<file path="config.mk">
export PLATFORM = sky130hd
export DESIGN_NAME = lcd_timing_and_status_registers
export DESIGN_NICKNAME = d
export VERILOG_FILES = /design/src/hw/rtl/lcd_tsr_pkg.sv /design/src/hw/rtl/lcd_timing_and_status_registers.sv
export SDC_FILE = /design/constraint.sdc
export NUM_CORES = 1
export LEC_CHECK = 0
export BUFFER_PORTS_ARGS = -buffer_cell sky130_fd_sc_hd__buf_2
export CAP_MARGIN = 20
export CORE_MARGIN = 2
export CORE_UTILIZATION = 40
export DETAILED_ROUTE_END_ITERATION = 6
export GPL_TIMING_DRIVEN = 0
export PLACE_DENSITY = 0.65
export SYNTH_ARGS = -nofsm -noshare
export SYNTH_HDL_FRONTEND = slang
export SYNTH_SLANG_ARGS = --single-unit
</file>
<file path="constraint.sdc">
create_clock -name i_clk -period 5.55 [get_ports i_clk]
set_input_delay 1.11 -clock i_clk [delete_from_list [all_inputs] [get_ports i_clk]]
set_output_delay 1.11 -clock i_clk [all_outputs]
set_load 0.1 [all_outputs]
</file>
<file path="src/hw/rtl/lcd_tsr_pkg.sv">
// ---------------------------------------------------------------------------
// lcd timing and status registers - package
// command codes, register offsets, timing constants and word types
// ---------------------------------------------------------------------------
package lcd_tsr_pkg;

    localparam logic [7:0]  VISIBLE_LINES = 8'd160;
    localparam logic [8:0]  TOTAL_LINES   = 9'd227;
    localparam logic [7:0]  LINE_RESET    = 8'd126;
    localparam logic [15:0] DISPCNT_RESET = 16'h0080;

    // status word bit positions
    localparam int STAT_VBLANK    = 0;
    localparam int STAT_HBLANK    = 1;
    localparam int STAT_MATCH     = 2;
    localparam int STAT_VBLANK_IE = 3;
    localparam int STAT_HBLANK_IE = 4;
    localparam int STAT_MATCH_IE  = 5;

    // display modes that get a line render
    localparam logic [2:0] MODE_TILE0   = 3'd0;
    localparam logic [2:0] MODE_BITMAP3 = 3'd3;
    localparam logic [2:0] MODE_BITMAP4 = 3'd4;
    localparam logic [2:0] MODE_BITMAP5 = 3'd5;

    // register window byte offsets
    localparam logic [4:0] ADDR_DISPCNT_LO  = 5'h00;
    localparam logic [4:0] ADDR_DISPCNT_HI  = 5'h01;
    localparam logic [4:0] ADDR_DISPSTAT_LO = 5'h04;
    localparam logic [4:0] ADDR_DISPSTAT_HI = 5'h05;
    localparam logic [4:0] ADDR_VCOUNT      = 5'h06;
    localparam logic [4:0] ADDR_BGCNT_FIRST = 5'h08;
    localparam logic [4:0] ADDR_BGCNT_LAST  = 5'h0F;
    localparam logic [4:0] ADDR_SCROLL_FIRST = 5'h10;
    localparam logic [4:0] ADDR_SCROLL_LAST  = 5'h1F;

    typedef enum logic [1:0] {
        CMD_READ      = 2'd0,
        CMD_WRITE     = 2'd1,
        CMD_HBL_START = 2'd2,
        CMD_HBL_END   = 2'd3
    } t_lcd_cmd;

    typedef struct packed {
        t_lcd_cmd   cmd;
        logic [4:0] address;
        logic [7:0] wdata;
    } t_lcd_in;

    typedef struct packed {
        logic [7:0] rdata;
        logic       irq_hblank;
        logic       irq_vblank;
        logic       irq_vcount;
        logic       draw_line;
        logic [2:0] draw_mode;
        logic [7:0] draw_row;
        logic       draw_page;
        logic       frame_ready;
    } t_lcd_out;

endpackage

</file>
<file path="src/hw/rtl/lcd_timing_and_status_registers.sv">
// ---------------------------------------------------------------------------
// lcd timing and status registers
// Byte-wide register window (display control, status, line counter, four
// background control and scroll registers) plus the line timing events. An
// item is captured in an input register; once the output register is free or
// being taken, it updates the registers and its result word is written into
// the output register. A new item is taken every cycle as long as the output
// side keeps up. Throughput is set by the single update path between the
// input register and the output register; the output register parts the two
// sides, so an item can still enter an empty input register while a result waits.
// ---------------------------------------------------------------------------
module lcd_timing_and_status_registers (
    input  logic                 i_clk,
    input  logic                 i_rst_n,
    input  logic                 i_in_valid,
    input  lcd_tsr_pkg::t_lcd_in i_in_data,
    output logic                 o_in_stall,
    output logic                 o_out_valid,
    output lcd_tsr_pkg::t_lcd_out o_out_data,
    input  logic                 i_out_stall
);
    import lcd_tsr_pkg::*;

    logic        r_s1_valid;
    t_lcd_in     r_s1;
    logic        r_out_valid;
    t_lcd_out    r_out;

    logic [15:0] r_dispcnt, n_dispcnt;
    logic [15:0] r_dispstat, n_dispstat;
    logic [7:0]  r_line, n_line;
    logic [15:0] r_bgcnt   [4];
    logic [15:0] n_bgcnt   [4];
    logic [8:0]  r_hscroll [4];
    logic [8:0]  n_hscroll [4];
    logic [8:0]  r_vscroll [4];
    logic [8:0]  n_vscroll [4];

    t_lcd_out    res;
    logic        s1_adv;
    logic        in_acc;
    logic [8:0]  line_inc;
    logic [2:0]  mode;
    logic [15:0] bg_word;

    assign s1_adv     = r_s1_valid && (!r_out_valid || !i_out_stall);
    assign o_in_stall = r_s1_valid && !s1_adv;
    assign in_acc     = i_in_valid && !o_in_stall;

    assign o_out_valid = r_out_valid;
    assign o_out_data  = r_out;

    assign mode     = r_dispcnt[2:0];
    assign line_inc = {1'b0, r_line} + 9'd1;
    assign bg_word  = r_bgcnt[r_s1.address[2:1]];

    always_comb begin
        n_dispcnt  = r_dispcnt;
        n_dispstat = r_dispstat;
        n_line     = r_line;
        n_bgcnt    = r_bgcnt;
        n_hscroll  = r_hscroll;
        n_vscroll  = r_vscroll;
        res        = '0;

        case (r_s1.cmd)
            CMD_READ: begin
                unique case (r_s1.address) inside
                    ADDR_DISPCNT_LO:  res.rdata = r_dispcnt[7:0];
                    ADDR_DISPCNT_HI:  res.rdata = r_dispcnt[15:8];
                    ADDR_DISPSTAT_LO: res.rdata = r_dispstat[7:0];
                    ADDR_DISPSTAT_HI: res.rdata = r_dispstat[15:8];
                    ADDR_VCOUNT:      res.rdata = r_line;
                    [ADDR_BGCNT_FIRST:ADDR_BGCNT_LAST]: begin
                        res.rdata = r_s1.address[0] ? bg_word[15:8] : bg_word[7:0];
                    end
                    default:          res.rdata = '0;
                endcase
            end
            CMD_WRITE: begin
                unique case (r_s1.address) inside
                    ADDR_DISPCNT_LO:  n_dispcnt[7:0]  = r_s1.wdata;
                    ADDR_DISPCNT_HI:  n_dispcnt[15:8] = r_s1.wdata;
                    // only the interrupt enables are writable in the low byte
                    ADDR_DISPSTAT_LO: begin
                        n_dispstat[STAT_MATCH_IE:STAT_VBLANK_IE] =
                            r_s1.wdata[STAT_MATCH_IE:STAT_VBLANK_IE];
                    end
                    ADDR_DISPSTAT_HI: n_dispstat[15:8] = r_s1.wdata;
                    [ADDR_BGCNT_FIRST:ADDR_BGCNT_LAST]: begin
                        if (r_s1.address[0]) begin
                            n_bgcnt[r_s1.address[2:1]][15:8] = r_s1.wdata;
                        end else begin
                            n_bgcnt[r_s1.address[2:1]][7:0] = r_s1.wdata;
                        end
                    end
                    [ADDR_SCROLL_FIRST:ADDR_SCROLL_LAST]: begin
                        // offset bit 1 picks vertical, bit 0 the high byte
                        if (r_s1.address[1]) begin
                            if (r_s1.address[0]) begin
                                n_vscroll[r_s1.address[3:2]][8] = r_s1.wdata[0];
                            end else begin
                                n_vscroll[r_s1.address[3:2]][7:0] = r_s1.wdata;
                            end
                        end else begin
                            if (r_s1.address[0]) begin
                                n_hscroll[r_s1.address[3:2]][8] = r_s1.wdata[0];
                            end else begin
                                n_hscroll[r_s1.address[3:2]][7:0] = r_s1.wdata;
                            end
                        end
                    end
                    default: ;
                endcase
            end
            CMD_HBL_START: begin
                n_dispstat[STAT_HBLANK] = 1'b1;
                res.irq_hblank = r_dispstat[STAT_HBLANK_IE];
                if (r_line < VISIBLE_LINES) begin
                    case (mode) inside
                        MODE_TILE0, MODE_BITMAP3, MODE_BITMAP4, MODE_BITMAP5: begin
                            res.draw_line = 1'b1;
                            res.draw_mode = mode;
                            res.draw_row  = r_line;
                            res.draw_page = (mode == MODE_BITMAP4 || mode == MODE_BITMAP5)
                                            && r_dispcnt[4];
                        end
                        default: ;
                    endcase
                end
            end
            default: begin
                // hblank end: advance the line counter and update the status flags
                n_dispstat[STAT_HBLANK] = 1'b0;
                n_dispstat[STAT_MATCH]  = 1'b0;
                if (line_inc >= TOTAL_LINES) begin
                    n_line = '0;
                    n_dispstat[STAT_VBLANK] = 1'b0;
                end else begin
                    n_line = line_inc[7:0];
                end
                if (n_line == r_dispstat[15:8]) begin
                    n_dispstat[STAT_MATCH] = 1'b1;
                    res.irq_vcount = r_dispstat[STAT_MATCH_IE];
                end
                if (n_line == VISIBLE_LINES) begin
                    n_dispstat[STAT_VBLANK] = 1'b1;
                    res.frame_ready = 1'b1;
                    res.irq_vblank  = r_dispstat[STAT_VBLANK_IE];
                end
            end
        endcase
    end

    always_ff @(posedge i_clk) begin
        if (!i_rst_n) begin
            r_s1_valid  <= 1'b0;
            r_out_valid <= 1'b0;
            r_dispcnt   <= DISPCNT_RESET;
            r_dispstat  <= '0;
            r_line      <= LINE_RESET;
            for (int i = 0; i < 4; i++) begin
                r_bgcnt[i]   <= '0;
                r_hscroll[i] <= '0;
                r_vscroll[i] <= '0;
            end
        end else begin
            if (in_acc) begin
                r_s1_valid <= 1'b1;
            end else if (s1_adv) begin
                r_s1_valid <= 1'b0;
            end
            if (s1_adv) begin
                r_out_valid <= 1'b1;
                r_dispcnt   <= n_dispcnt;
                r_dispstat  <= n_dispstat;
                r_line      <= n_line;
                r_bgcnt     <= n_bgcnt;
                r_hscroll   <= n_hscroll;
                r_vscroll   <= n_vscroll;
            end else if (!i_out_stall) begin
                r_out_valid <= 1'b0;
            end
        end
    end

    always_ff @(posedge i_clk) begin
        if (in_acc) begin
            r_s1 <= i_in_data;
        end
        if (s1_adv) begin
            r_out <= res;
        end
    end

endmodule

</file>
# After elaboration in Yosys (flattened, before gate mapping)

Index checks and enable logic that the tools add are counted.

Register bits after elaboration: 144
Output and inout port bits: 27
Bits of input ports: 19

Equal/unequal tests: 12
Bitwise logic cells: 5
Muxes and demuxes: 24
Reduce and logical (&&, ||, !) cells: 32
Add/subtract/negate cells: 1
Magnitude comparators: 6

Operators by type and width:

| kind                | number |
|---|---|
| $bwmux 64           | 2 |
| $demux 16 s2        | 2 |
| $mux 64             | 1 |
| $mux 16             | 3 |
| $pmux 8 s6          | 1 |
| $bmux 16 s2         | 1 |
| $mux 8              | 4 |
| $reduce_and 3->1    | 7 |
| $eq 5x3->1 const B  | 3 |
| $mux 13             | 1 |
| $reduce_or 4->1     | 3 |
| $add 8x1->9 const B | 1 |
| $ge 9x8->1 const B  | 1 |
| $eq 8x8->1          | 1 |
| $eq 8x8->1 const B  | 1 |
| $lt 8x8->1 const B  | 1 |
| $mux 1              | 8 |
| $eq 3x3->1 const B  | 2 |
| $logic_and 1x1->1   | 6 |
| $reduce_and 2->1    | 3 |
| $eq 5x1->1 const B  | 1 |
| $ge 5x4->1 const B  | 1 |
| $le 5x4->1 const B  | 1 |
| $logic_not 5->1     | 1 |
| other kinds (16)    | 24 |

# Logic depth before layout (Yosys ltp)

Depth after elaboration: 8
Mapped depth: 10
Gate-level depth less buffers: 8

# Worst setup path after synthesis

No wires, ideal clock.

Kind: input -> register
From: in i_out_stall
To: reg r_bgcnt[32] in the netlist's numbering
Buffers on the path: 2
Library setup time: 0.116 ns
Path slack: 1.697 ns
Cell stages on the path: 8
Arrival time: 3.737 ns
Data required time: 5.434 ns
Cell sequence: a21boi_1 > and3b_1 > and3b_1 > buf_2 > nand3b_1 > clkbuf_1 > mux2i_1 > nor2b_1

Longest elaborated chain between the ends: 4

RTL lines:

| what                              | line                                   | source |
|---|---|---|
| from (decl)                       | lcd_timing_and_status_registers.sv:20  | `input logic i_out_stall` |
| $logic_not 1->1                   | --                                     |  |
| $logic_or 1x1->1                  | lcd_timing_and_status_registers.sv:46  | `assign s1_adv = r_s1_valid && (!r_out_valid \|\| !i_out_stall);` |
| $logic_and 1x1->1                 | lcd_timing_and_status_registers.sv:46  |  |
| $reduce_and 3->1 (no source line) | --                                     |  |
| to (signal assigned)              | lcd_timing_and_status_registers.sv:178 | `r_bgcnt <= n_bgcnt;` |
| to (decl)                         | lcd_timing_and_status_registers.sv:32  | `logic [15:0] r_bgcnt [4];` |

No other way between the ends.
A chain may end at the register's enable or synchronous reset.

# Worst setup path in the final report

From: in i_out_stall
To: out o_in_stall

Longest elaborated chain between the ends: 5

RTL lines:

| what              | line                                  | source |
|---|---|---|
| $logic_not 1->1   | --                                    |  |
| $logic_or 1x1->1  | lcd_timing_and_status_registers.sv:46 |  |
| $logic_and 1x1->1 | lcd_timing_and_status_registers.sv:46 |  |
| $logic_not 1->1   | lcd_timing_and_status_registers.sv:47 | `assign o_in_stall = r_s1_valid && !s1_adv;` |
| $logic_and 1x1->1 | lcd_timing_and_status_registers.sv:47 |  |
| to (decl)         | lcd_timing_and_status_registers.sv:17 | `output logic o_in_stall,` |

No other way between the ends.

==> results.md <==
- Status: finished, final reports clean
- Slew @ Worst Pin: 990 ps
- Yosys reg bits: 144
- Rows: 47
- # fillers: 1561
- R2R cell count: 10
- Root buffer cell: clkbuf_16
- Ports: 46
- Mean Syn Cell Area: 10.4 um2
- Netlist cell types: 53
- Slew Limit Headroom: 33.5%
- Area of the multi-input gates: 3210 um2
- Vias/cell: 5.51
- WS Path Type: input pin to output port
- Final GP Congestion: 0.868
- Worst Hold Class: flip-flop to flip-flop
- DRC violations left: 0
- Clock Tree Buf Depth: 2
- Drt first pass iters: 5
- Sequential standard cell area: 3280 um2
- ANT cells: 0
- Die span in y: 133 um
- H-Tree Depth: 4
- Reg2Reg Setup Slack: 2590 ps
- CP arrival: 1880 ps
- Hold buffer count at cts: 0
- Synth top area cells: dfxtp_1, edfxtp_1, mux2i_1, mux4_2, nor2b_1
- Vias after detailed routing: 5209
- Startpoint Class: input pin
- Fin nets: 733
- Number of global-route vias before repair: 5195
- IO buf count: 44
- Hold Path End: r_bgcnt[20]$_SDFFE_PN0P_
- Fraction of layout cells with a size suffix above 1: 16.4%
- Yosys top cell by area: dfxtp_1
- Cts bufs inserted: 17
- Most used cell, CP: buf_2
- Gate Count Post-Synth: 646
- Clk_lat worst skew: 430 ps
- Setup bufs post-CTS: 0
- EDFF count, synth: 40
- Die area: 17800 um2
- Core Region: 16500 um2
- Clock Pin Slew Worst Setup and Hold Paths: 60 ps
- Finished Cell Area: 7820 um2
- CP Capture Type: output port
- Initial antenna violation count: 0
- Post-synthesis sequential area ratio: 49.1%
- Area growth from synthesis to layout: 16.9%
- R2r startpoint: r_line[0]$_SDFFE_PN0P_
- Final Hold Slack: 466 ps
- Crit-path cells: buf_2 -> and3_1 -> buf_2
- GRT Util Overall: 20.7%
- FF-to-FF End: o_out_data[14]$_SDFFCE_PP0P_
- Total Negative Setup Slacks: 0 ps
- Area of the mapped netlist: 6690 um2
- Total power: 0.00244 W
- First-pass GRT wire length: 28.3 mm
- HPWL Detailed: 12.3 mm
- Worst Skew: 11.1 ps
- MaxCap Viol Count: 0
- Fin. max-slew vios: 0
- Period utilization: 53.9%
- Largest net degree at the start of global routing: 30
- Setup repair after global routing missed its margin: false
- Post-cts sizing count: 0
- Post-DR wirelength/cell: 18.5 um
- Top cell type's share of synthesized area: 31.1%
- Worst hold stages: 2
- Worst Min Path Start: r_bgcnt[20]$_SDFFE_PN0P_
- Setup violators final: 0
- Total gr overflow: 0
- Pwr dens: 312 nW/um2
- Placed instance area: 7220 um2
- CTS tree: done
- Finished Layout Cells: 945
- Fin crit period: 2990 ps
- Leakage power: 2.75 nW
- First DRT Iteration DRCs: 436
- Largest fanout on the critical path: 3
- Yosys warning total: 0
- Clk sinks: 144
- Ys flop type: dfxtp_1
- Max Clk Rate: 0.334 GHz
- Routed Antenna Nets: 0
- Syn Nets: 667
- Required time of the worst setup path: 4440 ps
- Die Span X: 133 um
- Crit path max-delay cell type: buf_2
- Final Hold Vio Count: 0
- Routed WL: 17.5 mm
- Crit path largest cell delay: 440 ps
- Starting density of the core: 40.6%
- FFs w/ async S/R, synth: 0%
- Peak supply drop: 0.220 mV
- Placed insts: 912
-- cells in the mapped netlist, drive strengths merged (13+ instances only) --
master,number
dfxtp,104
nand2,75
mux2i,57
nor2b,57
nand3,50
a21boi,42
edfxtp,40
clkbuf,33
o21ai,19
buf,16
mux4,16
a21oi,14
nor2,13
nor3,13
-- cell families (layout without fill, tap and decap cells) --
group | Yosys count | count (layout) | synth area share, %
adders and majority gates | 2 | 2 | 0.374
muxes | 81 | 81 | 15.3
AOI/OAI and AO/OA | 109 | 109 | 11.7
and+or+nand+nor | 253 | 253 | 19.8
DFF | 144 | 144 | 49.1
xor gates and xnor gates | 5 | 5 | 0.655
buffers and inverters | 52 | 131 | 3.12
-- worst max-delay path, delay by kind of cell --
family                 cells  cell delay, ps
and+or+nand+nor            1             210
buffers and inverters      2             560
-- worst max path at each step --
stage / depth (start not counted) / to / startpoint
global placement: 7 / r_bgcnt[25]$_SDFFE_PN0P_ / i_out_stall
CTS: 3 / o_in_stall / i_out_stall
detailed placement: 8 / r_bgcnt[31]$_SDFFE_PN0P_ / i_out_stall
global route: 10 / o_out_data[14]$_SDFFCE_PP0P_ / r_line[0]$_SDFFE_PN0P_
floorplan: 8 / r_bgcnt[32]$_SDFFE_PN0P_ / i_out_stall
finish: 3 / o_in_stall / i_out_stall
-- area by class of cell --
cell class | count | share of cell area (%)
plain buffers | 49 | 2.53
clock buffers | 18 | 5.49
clock inverters | 14 | 2.11
inverters | 3 | 0.144
multi-input cells | 450 | 41.0
flip-flops and latches | 144 | 42.0
well taps | 220 | 3.52
repair buffers | 47 | 3.23
-- metrics by stage --
step	util (%)	worst slack, ps
6_report	47.5	2560
5_1_grt	47.5	2360
4_1_cts	47.5	2550
3_5_place_dp	43.9	2400
3_3_place_gp	43.6	592
2_1_floorplan	-	1700
-- routing by layer --
layer,GRT usage (%),up-vias,part of all wire (%),wire [um]
li1,-,2481,-,-
met1,26.8,2528,43,7510
met2,33.4,159,48,8400
met3,3.92,41,5.1,893
met4,10.2,0,3.9,681
met5,0,-,0,0
-- state kept, by name, summed over array words and instances (netlist names) --
| name | count |
|---|---|
| r_dispstat | 14 |
| r_dispcnt | 16 |
| r_s1 | 15 |
| r_s1_valid | 1 |
| o_out_valid | 1 |
| r_bgcnt | 64 |
| o_out_data | 25 |
| r_line | 8 |
-- report_power, final --
part / switching [W] / leakage [nW] / total [W] / internal, W
clock: 0.000450 / 0.291 / 0.00115 / 0.000705
combinational: 0.000132 / 1.23 / 0.000179 / 0.0000473
sequential: 0.0000113 / 1.23 / 0.00111 / 0.00110
-- placed cells by master (no fill, tap or decap), types with 3 or more instances in the layout --
cell       instances
a21boi_0          41
and3b_1            3
mux4_2            16
mux2i_1           57
xnor2_1            4
nor2_1            12
or4_1              3
clkinv_4           4
or3_1              3
nor2b_1           57
dfxtp_1          104
nor3b_1            4
buf_2             53
o21a_1             3
edfxtp_1          40
buf_1              7
nand3_1           50
and3_1             6
o21ai_0           19
clkbuf_1          34
a22o_1             3
nor3_1            11
mux2_2             8
nand2b_1           3
nand4_1            5
a222oi_1           9
bufinv_16          3
a21oi_1           14
nand2_1           75
clkbuf_16         17
and2_1            11
clkinv_2           4
o211ai_1           4
(Power assumes the default switching activity.)
